`config.mk`:
```
export PLATFORM = sky130hd
export DESIGN_NAME = csk_ctrl
export DESIGN_NICKNAME = d
export VERILOG_FILES = /design/src/rtl/core/csk_pkg.sv /design/src/rtl/core/csk_ctrl.sv
export SDC_FILE = /design/constraint.sdc
export NUM_CORES = 1
export LEC_CHECK = 0
export ABC_AREA = 1
export BUFFER_PORTS_ARGS = -buffer_cell sky130_fd_sc_hd__buf_2
export CAP_MARGIN = 20
export CORE_AREA = 10 10 47 49
export DETAILED_ROUTE_END_ITERATION = 12
export DIE_AREA = 0 0 57 59
export GPL_ROUTABILITY_DRIVEN = 0
export PLACE_DENSITY = 0.65
export SETUP_SLACK_MARGIN = 0.2
export SLEW_MARGIN = 20
export SYNTH_ARGS = -nofsm -noshare
export SYNTH_HDL_FRONTEND = slang
export SYNTH_SLANG_ARGS = --single-unit
```
`constraint.sdc`:
```
create_clock -name clock -period 1.1 [get_ports clock]
set_clock_uncertainty 0.15 [all_clocks]
set_input_delay 0.11 -clock clock [delete_from_list [all_inputs] [get_ports clock]]
set_output_delay 0.11 -clock clock [all_outputs]
set_load 0.02 [all_outputs]
```
`src/rtl/core/csk_pkg.sv`:
```
package csk_pkg;

   // sizes
   localparam int STACK_DEPTH = 64;
   localparam int IDX_W = (STACK_DEPTH > 1) ? $clog2(STACK_DEPTH) : 1;
   localparam int TOP_W = $clog2(STACK_DEPTH + 1);
   localparam int CNT_W = TOP_W;

   // operation codes
   typedef enum logic [1:0] {
      OP_PUSH  = 2'd0,
      OP_POP   = 2'd1,
      OP_TOP   = 2'd2,
      OP_QUERY = 2'd3
   } op_type;

   // result status codes
   typedef enum logic [1:0] {
      ST_OK    = 2'd0,
      ST_EMPTY = 2'd1,
      ST_FULL  = 2'd2
   } status_type;

   localparam logic signed [7:0] OCC_ABSENT = -8'sd1;
   localparam logic signed [7:0] OCC_NONE   = 8'sd0;

   // input item
   typedef struct packed {
      op_type      kind;
      logic [63:0] key;
   } req_type;

   // result item
   typedef struct packed {
      status_type        status;
      logic [63:0]       key_out;
      logic signed [7:0] occurrences;
      logic [6:0]        depth;
   } rsp_type;

   // controller to datapath
   typedef struct packed {
      logic load;
      logic stk_rd;
      logic scan;
      logic finish;
   } cmd_type;

   // datapath to controller
   typedef struct packed {
      op_type op;
      logic   full;
      logic   empty;
      logic   scan_last;
   } sts_type;

   // count clipped to the signed 8-bit result range
   function automatic logic signed [7:0] occ_sat(input logic [CNT_W-1:0] cnt);
      logic [31:0] wide;
      wide = 32'(cnt);
      if (wide > 32'd127) begin
         return 8'sd127;
      end
      return signed'(wide[7:0]);
   endfunction

   // stack depth masked to the 7-bit result field
   function automatic logic [6:0] depth_of(input logic [TOP_W-1:0] top);
      logic [31:0] wide;
      wide = 32'(top);
      return wide[6:0];
   endfunction

endpackage

```
`src/rtl/core/csk_ctrl.sv`:
```
module csk_ctrl (
   input  logic              clock,
   input  logic              reset,
   input  logic              start,
   input  csk_pkg::op_type   req_kind,
   input  csk_pkg::sts_type  sts,
   output logic              busy,
   output csk_pkg::cmd_type  cmd
);

   typedef enum logic [4:0] {
      S_IDLE   = 5'b00001,
      S_STK_RD = 5'b00010,
      S_SCAN   = 5'b00100,
      S_DRAIN  = 5'b01000,
      S_FINISH = 5'b10000
   } state_type;

   state_type state_ff;
   state_type state_in;

   // next state
   always_comb begin
      state_in = state_ff;
      unique case (state_ff)
         S_IDLE: begin
            if (start) begin
               unique case (req_kind) inside
                  csk_pkg::OP_PUSH:  state_in = sts.full ? S_FINISH : S_SCAN;
                  csk_pkg::OP_POP,
                  csk_pkg::OP_TOP:   state_in = sts.empty ? S_FINISH : S_STK_RD;
                  csk_pkg::OP_QUERY: state_in = S_SCAN;
                  default:           state_in = S_IDLE;
               endcase
            end
         end
         S_STK_RD: begin
            state_in = (sts.op == csk_pkg::OP_POP) ? S_SCAN : S_FINISH;
         end
         S_SCAN: begin
            if (sts.scan_last) begin
               state_in = S_DRAIN;
            end
         end
         S_DRAIN:  state_in = S_FINISH;
         S_FINISH: state_in = S_IDLE;
         default:  state_in = S_IDLE;
      endcase
   end

   // state register
   always_ff @(posedge clock) begin
      if (reset) begin
         state_ff <= S_IDLE;
      end else begin
         state_ff <= state_in;
      end
   end

   // commands
   assign busy       = (state_ff != S_IDLE);
   assign cmd.load   = (state_ff == S_IDLE) && start;
   assign cmd.stk_rd = (state_ff == S_STK_RD);
   assign cmd.scan   = (state_ff == S_SCAN);
   assign cmd.finish = (state_ff == S_FINISH);

endmodule

```
# [After elaboration in Yosys (flattened, before gate mapping)]
# Index checks and enable logic that the tools add are counted.
[totals] reg_bits=5 in_bits=10 output_inout_bits=5 elab_cells=24
[op_classes] n_eq_ne=12 muxes=7 reduce_logical=4
[ops] op="$mux W5" n=5
[ops] op="$pmux W5 S4" n=1
[ops] op="$pmux W5 S3" n=1
[ops] op="$eq A5 B1 Y1 const B" n=1
[ops] op="$eq A5 B2 Y1 const B" n=1
[ops] op="$eq A5 B3 Y1 const B" n=1
[ops] op="$eq A5 B4 Y1 const B" n=1
[ops] op="$eq A5 B5 Y1 const B" n=1
[ops] op="$ne A5 B1 Y1 const B" n=1
[ops] op="$eq A2 B1 Y1 const B" n=2
[ops] op="$eq A2 B2 Y1 const B" n=2
[ops] op="$ne A2 B2 Y1 const B" n=2
[ops] op="$logic_not A2 Y1" n=1
[ops] op="$reduce_and A2 Y1" n=1
[ops] op="$reduce_or A2 Y1" n=1
[ops] op="$logic_and A1 B1 Y1" n=1

# [Logic depth before layout (Yosys ltp)]
# Gate-level depths: netlist (run 1).
[depth] depth_word=5 mapped_depth=8 mapped_depth_nobuf=8

# [Least setup slack after synthesis (run 1)]
# OpenSTA, ideal clock, no wires.
[synth_timing] kind="register to output" startpoint="reg state_ff[4]" endpoint="out cmd[0] in the netlist's numbering" t_arrival_ns=1.197 required_time_ns=0.840 slack_ns=-0.357 stages_incl_launch_ff=3 n_path_buf=0 cell_sequence="dfxtp_1 -> inv_2 -> nor4_1"
[synth_lines] item="start, declared" line="csk_ctrl.sv:19" text="state_type state_ff;"
[synth_lines] item="start signal, assigned" line="csk_ctrl.sv:56" text="state_ff <= state_in;"
[synth_lines] item="end, declared" line="csk_ctrl.sv:8" text="output csk_pkg::cmd_type cmd"

==> flow_summary.yaml, run 1 <==
status:
  status: "finished, violations left"
  violations: "negative hold slack, negative setup slack"
finish:
  reg_top3: "state_ff (5)"
  largest_register: "state_ff"
  drive_gt1_share_pct: 62.9
  largest_reg_flops: 5
  n_antenna_cell: 0
  fin_nets: 102
  fillers: 148
  final_util_pct: 51.7
  final_cell_mix: "14 x buf_4, 9 x inv_1, 9 x buf_2"
  area_growth_pct: 71.8
  final_common_cell: "buf_4"
job:
  drv_cap: 0
clock_tree:
  cts_buffer_depth: 2
  cts_root_buf: "clkbuf_4"
  tritoncts: "built"
  cts_sinks: 5
  clk_latency_ns: 0.25
  htreeDepth: 1
  cts-buffers-inserted: 3
  clkTransAtPathRegs_ns: 0.04
floorplan:
  initial_utilization_pct: 30.1
  ioPinCount: 15
  die_h_um: 59
  dieArea_mm2: 0.00336
  die_w_um: 57
  placement_rows: 14
  core_mm2: 0.00140
timing:
  fin_crit_sh_pct: 128
  relSlewSlack_pct: 84.7
  slew_violations: 0
  max_freq_mhz: 712
  setup_ws_ns: -0.305
  whs_ns: -0.0859
  worst_slew_pin_slew_ns: 0.229
  period_needed_ns: 1.41
  setup_violations: 10
  hold_viol_final: 5
  rsz0062_at_grt: "true"
pwr:
  p_per_area_mw_per_mm2: 1380
  fin_total_pwr_uw: 997
  vdd_drop_max_v: 0.000837
  leakagePower_uw: 0.000367
critical_path:
  worstPathCellList: "buf_6, nor4_4, buf_4"
  cp_slowest_cell: "dfxtp_4"
  crit_type: "reg2out"
  critPathLaunchType: "flop"
  critPathArrivalTime_ns: 1.15
  crit_fanout: 4
  max_stage_delay_ns: 0.36
  end_kind: "output port"
  required_ns: 0.84
logic_synthesis:
  synth_warnings: 0
  synth_area_per_cell_um2: 7.27
  yosysSeqAreaShare_pct: 23.7
  postSynthCellCount: 58
  ys_types: 21
  synth_nets: 70
  syn_area_um2: 422
  ys_ff_latch: 5
grt:
  grt_pass1_vias: 460
  grt_max_degree: 6
  grt_first_pass_wirelength_um: 1800
  grt_overflow_total: 0
  track_usage_pct: 6.77
  antenna_found_initial: 0
detailed_routing:
  drc: 0
  drt_first_pass_iters: 2
  final_antenna_net_count: 0
  via_count: 456
  avgRoutedWirePerCell_um: 10.9
  vias_per_cell: 4.34
  wl_um: 1140
  drt-initial-drc-count: 7
hold_path:
  hold_class: "in2reg"
placement:
  dp_hpwl_um: 796
  io_buffer_count: 14
[stage by stage]
stage	hold WS (ns)	cell area, um2	setup TNS, ns	std cells	setup WS (ns)
floorplan	0.0241	449	-0.359	58	-0.0744
global placement	0.175	569	-0.796	92	-0.130
detailed placement	0.181	569	-0.863	92	-0.141
CTS	-0.0839	702	-2.10	103	-0.310
global route	-0.0715	724	-2.88	105	-0.358
finish	-0.0859	724	-2.31	105	-0.305
[routing by layer]
| layer | share of wire, % | GRT usage, % | vias to the layer above |
|---|---|---|---|
| met5 | 0 | 0 | - |
| met4 | 2.2 | 4.03 | 0 |
| met3 | 5.1 | 3.00 | 2 |
| met2 | 53 | 12.4 | 13 |
| met1 | 40 | 6.02 | 199 |
| li1 | - | - | 242 |
[cell usage after synthesis]
library cell | number | area, um2
nor2_2 | 2 | 12.5
nor2_4 | 1 | 11.3
nand4_4 | 1 | 21.3
nor3_1 | 1 | 5.00
nand3_1 | 4 | 20.0
nor4_1 | 1 | 6.26
nand3_2 | 1 | 10.0
dfxtp_1 | 5 | 100
nor2_8 | 1 | 20.0
inv_2 | 5 | 18.8
nand3b_1 | 2 | 15.0
nand2_1 | 9 | 33.8
nand4_1 | 2 | 12.5
nor3_2 | 1 | 10.0
nor2_1 | 6 | 22.5
nand2_4 | 2 | 22.5
inv_1 | 9 | 33.8
a21oi_1 | 1 | 5.00
buf_4 | 1 | 7.51
o21ai_2 | 1 | 8.76
ha_1 | 2 | 25.0
[area by class of cell]
cell class | instances | area (um2) | area share (%)
Sequential cell | 5 | 111 | 15.4
Multi-Input combinational cell | 38 | 308 | 42.5
Inverter | 14 | 52.6 | 7.25
Clock buffer | 4 | 26.3 | 3.63
Tap cell | 16 | 20.0 | 2.76
Timing Repair Buffer | 28 | 206 | 28.5
[cell families after synthesis]
| group | count (synthesis) | share of synthesized area, % |
|---|---|---|
| AO/OA/AOI/OAI | 2 | 3.26 |
| adder cells (fa/ha/maj) | 2 | 5.93 |
| buffers and inverters | 15 | 14.2 |
| flip-flops | 5 | 23.7 |
| AND/OR/NAND/NOR | 34 | 52.8 |
[worst paths after layout]
kind | from | end | slack (ns) | depth (start not counted)
worst min register to register | state_ff[3]$_SDFFE_PP0P_ | state_ff[0]$_SDFFE_PP1P_ | 0.52 | 3
worst min-delay path | reset | state_ff[1]$_SDFFE_PP0P_ | -0.09 | 2
worst max-delay path | state_ff[1]$_SDFFE_PP0P_ | cmd[0] | -0.31 | 3
worst max register to register | state_ff[3]$_SDFFE_PP0P_ | state_ff[1]$_SDFFE_PP0P_ | -0.26 | 9
[critical path, delay by kind of cell (launching register included)]
kind,cells,cell delay [ns]
buf+inv,2,0.29
flops,1,0.36
simple gates,1,0.24
[power by group]
group	internal [uW]	total, uW	leakage (uW)	switching (uW)
Sequential	207	233	0.0000431	25.7
Combinational	271	542	0.000309	271
Clock	138	221	0.0000150	83.5
[timing repair]
item,in CTS,in global routing
buffers inserted,7,2
pin swaps,5,4
hold endpoints to repair,5,5
gates resized for setup,17,3
setup endpoints to repair,10,10
Note: power is estimated with default switching activity, not from simulation.
==> inputs of run 2 (changes only) <==
--- a/config.mk
+++ b/config.mk
@@ -12,8 +12,9 @@
 export DETAILED_ROUTE_END_ITERATION = 12
 export DIE_AREA = 0 0 57 59
 export GPL_ROUTABILITY_DRIVEN = 0
-export PLACE_DENSITY = 0.65
+export PLACE_DENSITY = 0.63
 export SETUP_SLACK_MARGIN = 0.2
+export SKIP_CTS_REPAIR_TIMING = 1
 export SLEW_MARGIN = 20
 export SYNTH_ARGS = -nofsm -noshare
 export SYNTH_HDL_FRONTEND = slang
==> constraint.sdc (replaced) <==
create_clock -name clock -period 1.7 [get_ports clock]
set_clock_uncertainty 0.15 [all_clocks]
set_input_delay 0.17 -clock clock [delete_from_list [all_inputs] [get_ports clock]]
set_output_delay 0.17 -clock clock [all_outputs]
set_load 0.02 [all_outputs]
==> flow_summary.yaml, run 2 (same netlist as run 1, synthesis figures left out) <==
grt:
  track_usage_pct: 5.02
  grt_overflow_total: 0
  grt_pass1_vias: 408
  grt_max_degree: 8
  grt_first_pass_wirelength_um: 1460
  antenna_found_initial: 0
detailed_routing:
  vias_per_cell: 4.35
  via_count: 413
  drt_first_pass_iters: 4
  drt-initial-drc-count: 4
  final_antenna_net_count: 0
  drc: 0
  wl_um: 926
  avgRoutedWirePerCell_um: 9.75
critical_path:
  reg2reg_depth: 7
  critPathArrivalTime_ns: 1.19
  r2r-end: "state_ff[0]$_SDFFE_PP1P_"
  critPathLaunchType: "flop"
  setup.worst_path.start: "state_ff[2]$_SDFFE_PP0P_"
  rrSetupSlack_ns: 0.43
  rr_startpoint: "state_ff[2]$_SDFFE_PP0P_"
  crit_fanout: 6
  crit_type: "reg2out"
  end_kind: "output port"
  required_ns: 1.38
finish:
  area_growth_pct: 39.8
  n_antenna_cell: 0
  multi_input_area_um2: 275
  fin_nets: 92
  largest_register: "state_ff"
  final-seq-area_um2: 104
  final_common_cell: "buf_2"
  reg_top3: "state_ff (5)"
  drive_gt1_share_pct: 51.9
  final_cell_mix: "11 x buf_2, 9 x inv_1, 9 x nand2_1"
  fillers: 154
  final_util_pct: 42.1
  largest_reg_flops: 5
floorplan:
  die_w_um: 57
  initial_utilization_pct: 30.1
  ioPinCount: 15
  core_mm2: 0.00140
  die_h_um: 59
  placement_rows: 14
  dieArea_mm2: 0.00336
placement:
  dp_hpwl_um: 783
  io_buffer_count: 14
pwr:
  leakagePower_uw: 0.000312
  sw_frac_of_total_pct: 38.5
  vdd_drop_max_v: 0.000376
  p_comb_share_pct: 46.2
  power.switching_uw: 204
  seqPwrFrac_pct: 28.4
  p_per_area_mw_per_mm2: 900
  pwr-share-clk_pct: 25.4
  internal_power_uw: 326
clock_tree:
  clk_latency_ns: 0.24
  cts_sinks: 5
  tritoncts: "built"
  htreeDepth: 1
  cts_buffer_depth: 2
  clkTransAtPathRegs_ns: 0.04
  cts-buffers-inserted: 3
  cts_root_buf: "clkbuf_4"
timing:
  hold_viol_final: 0
  whs_ns: 0.00246
  worst_slew_pin_slew_ns: 0.198
  rsz0062_at_grt: "true"
  fin_crit_sh_pct: 88.5
  setup_violations: 0
  slew_violations: 0
  period_needed_ns: 1.51
  relSlewSlack_pct: 86.7
  tns_ns: 0
  max_freq_mhz: 664
hold_path:
  hold_depth: 2
  worstHoldStart: "reset"
  hold_class: "in2reg"
  min_to: "state_ff[4]$_SDFFE_PP0P_"
job:
  drv_cap: 0
status:
  status: "finished, final reports clean"
## run 2: cell types whose count changed in the layout (fill, tap and decap cells not counted), moves of 2 or more
cell / change
nand2_2: -2
dfxtp_4: -2
dfxtp_1: +2
nand2_1: +2
buf_2: +2
buf_6: -4
buf_4: -8
## run 2: worst max path at each step
stage | endpoint | slack (ns) | depth (start not counted)
2_1_floorplan | cmd[3] | 0.40 | 5
3_3_place_gp | state_ff[4]$_SDFFE_PP0P_ | 0.43 | 6
3_5_place_dp | state_ff[4]$_SDFFE_PP0P_ | 0.42 | 6
4_1_cts | cmd[2] | 0.18 | 5
5_1_grt | cmd[3] | 0.14 | 6
6_report | cmd[3] | 0.19 | 6
## run 2: power groups by stage
stage	sequential, uW	clock, uW	combinational (uW)
after floorplan	149	0	156
after global routing	151	142	270
after global placement	151	0	204
final	150	135	245
after detailed placement	151	0	204
after CTS	149	136	204
## run 2: through the flow
| stage | setup slack (ns) | power (uW) | instance area [um2] | instances |
|---|---|---|---|---|
| finish | 0.195 | 530 | 589 | 95 |
| global route | 0.141 | 564 | 589 | 95 |
| CTS | 0.177 | 489 | 537 | 91 |
| detailed placement | 0.418 | 355 | 510 | 87 |
| global placement | 0.431 | 355 | 510 | 87 |
| floorplan | 0.396 | 305 | 428 | 58 |
## run 2: layer usage
| metal | vias to the layer above | GRT usage [%] | share of wire [%] |
|---|---|---|---|
| met5 | - | 0 | 0 |
| met4 | 0 | 2.01 | 0 |
| met3 | 0 | 1.93 | 4.4 |
| met2 | 14 | 8.53 | 49 |
| met1 | 176 | 5.47 | 46 |
| li1 | 223 | - | - |
## run 2: area by class of cell
type,count,share of cell area [%]
multi-input cells,38,46.7
clock buffers,4,4.46
inverters,14,8.92
well taps,16,3.40
repair buffers,18,18.9
flip-flops and latches,5,17.6
## run 2: critical path: stages, from the launching register on
cell     delay [ns]
dfxtp_2        0.33
inv_2          0.07
nand2_4        0.07
nor2_8         0.16
nand2_4        0.09
nor2_4         0.11
buf_6          0.12
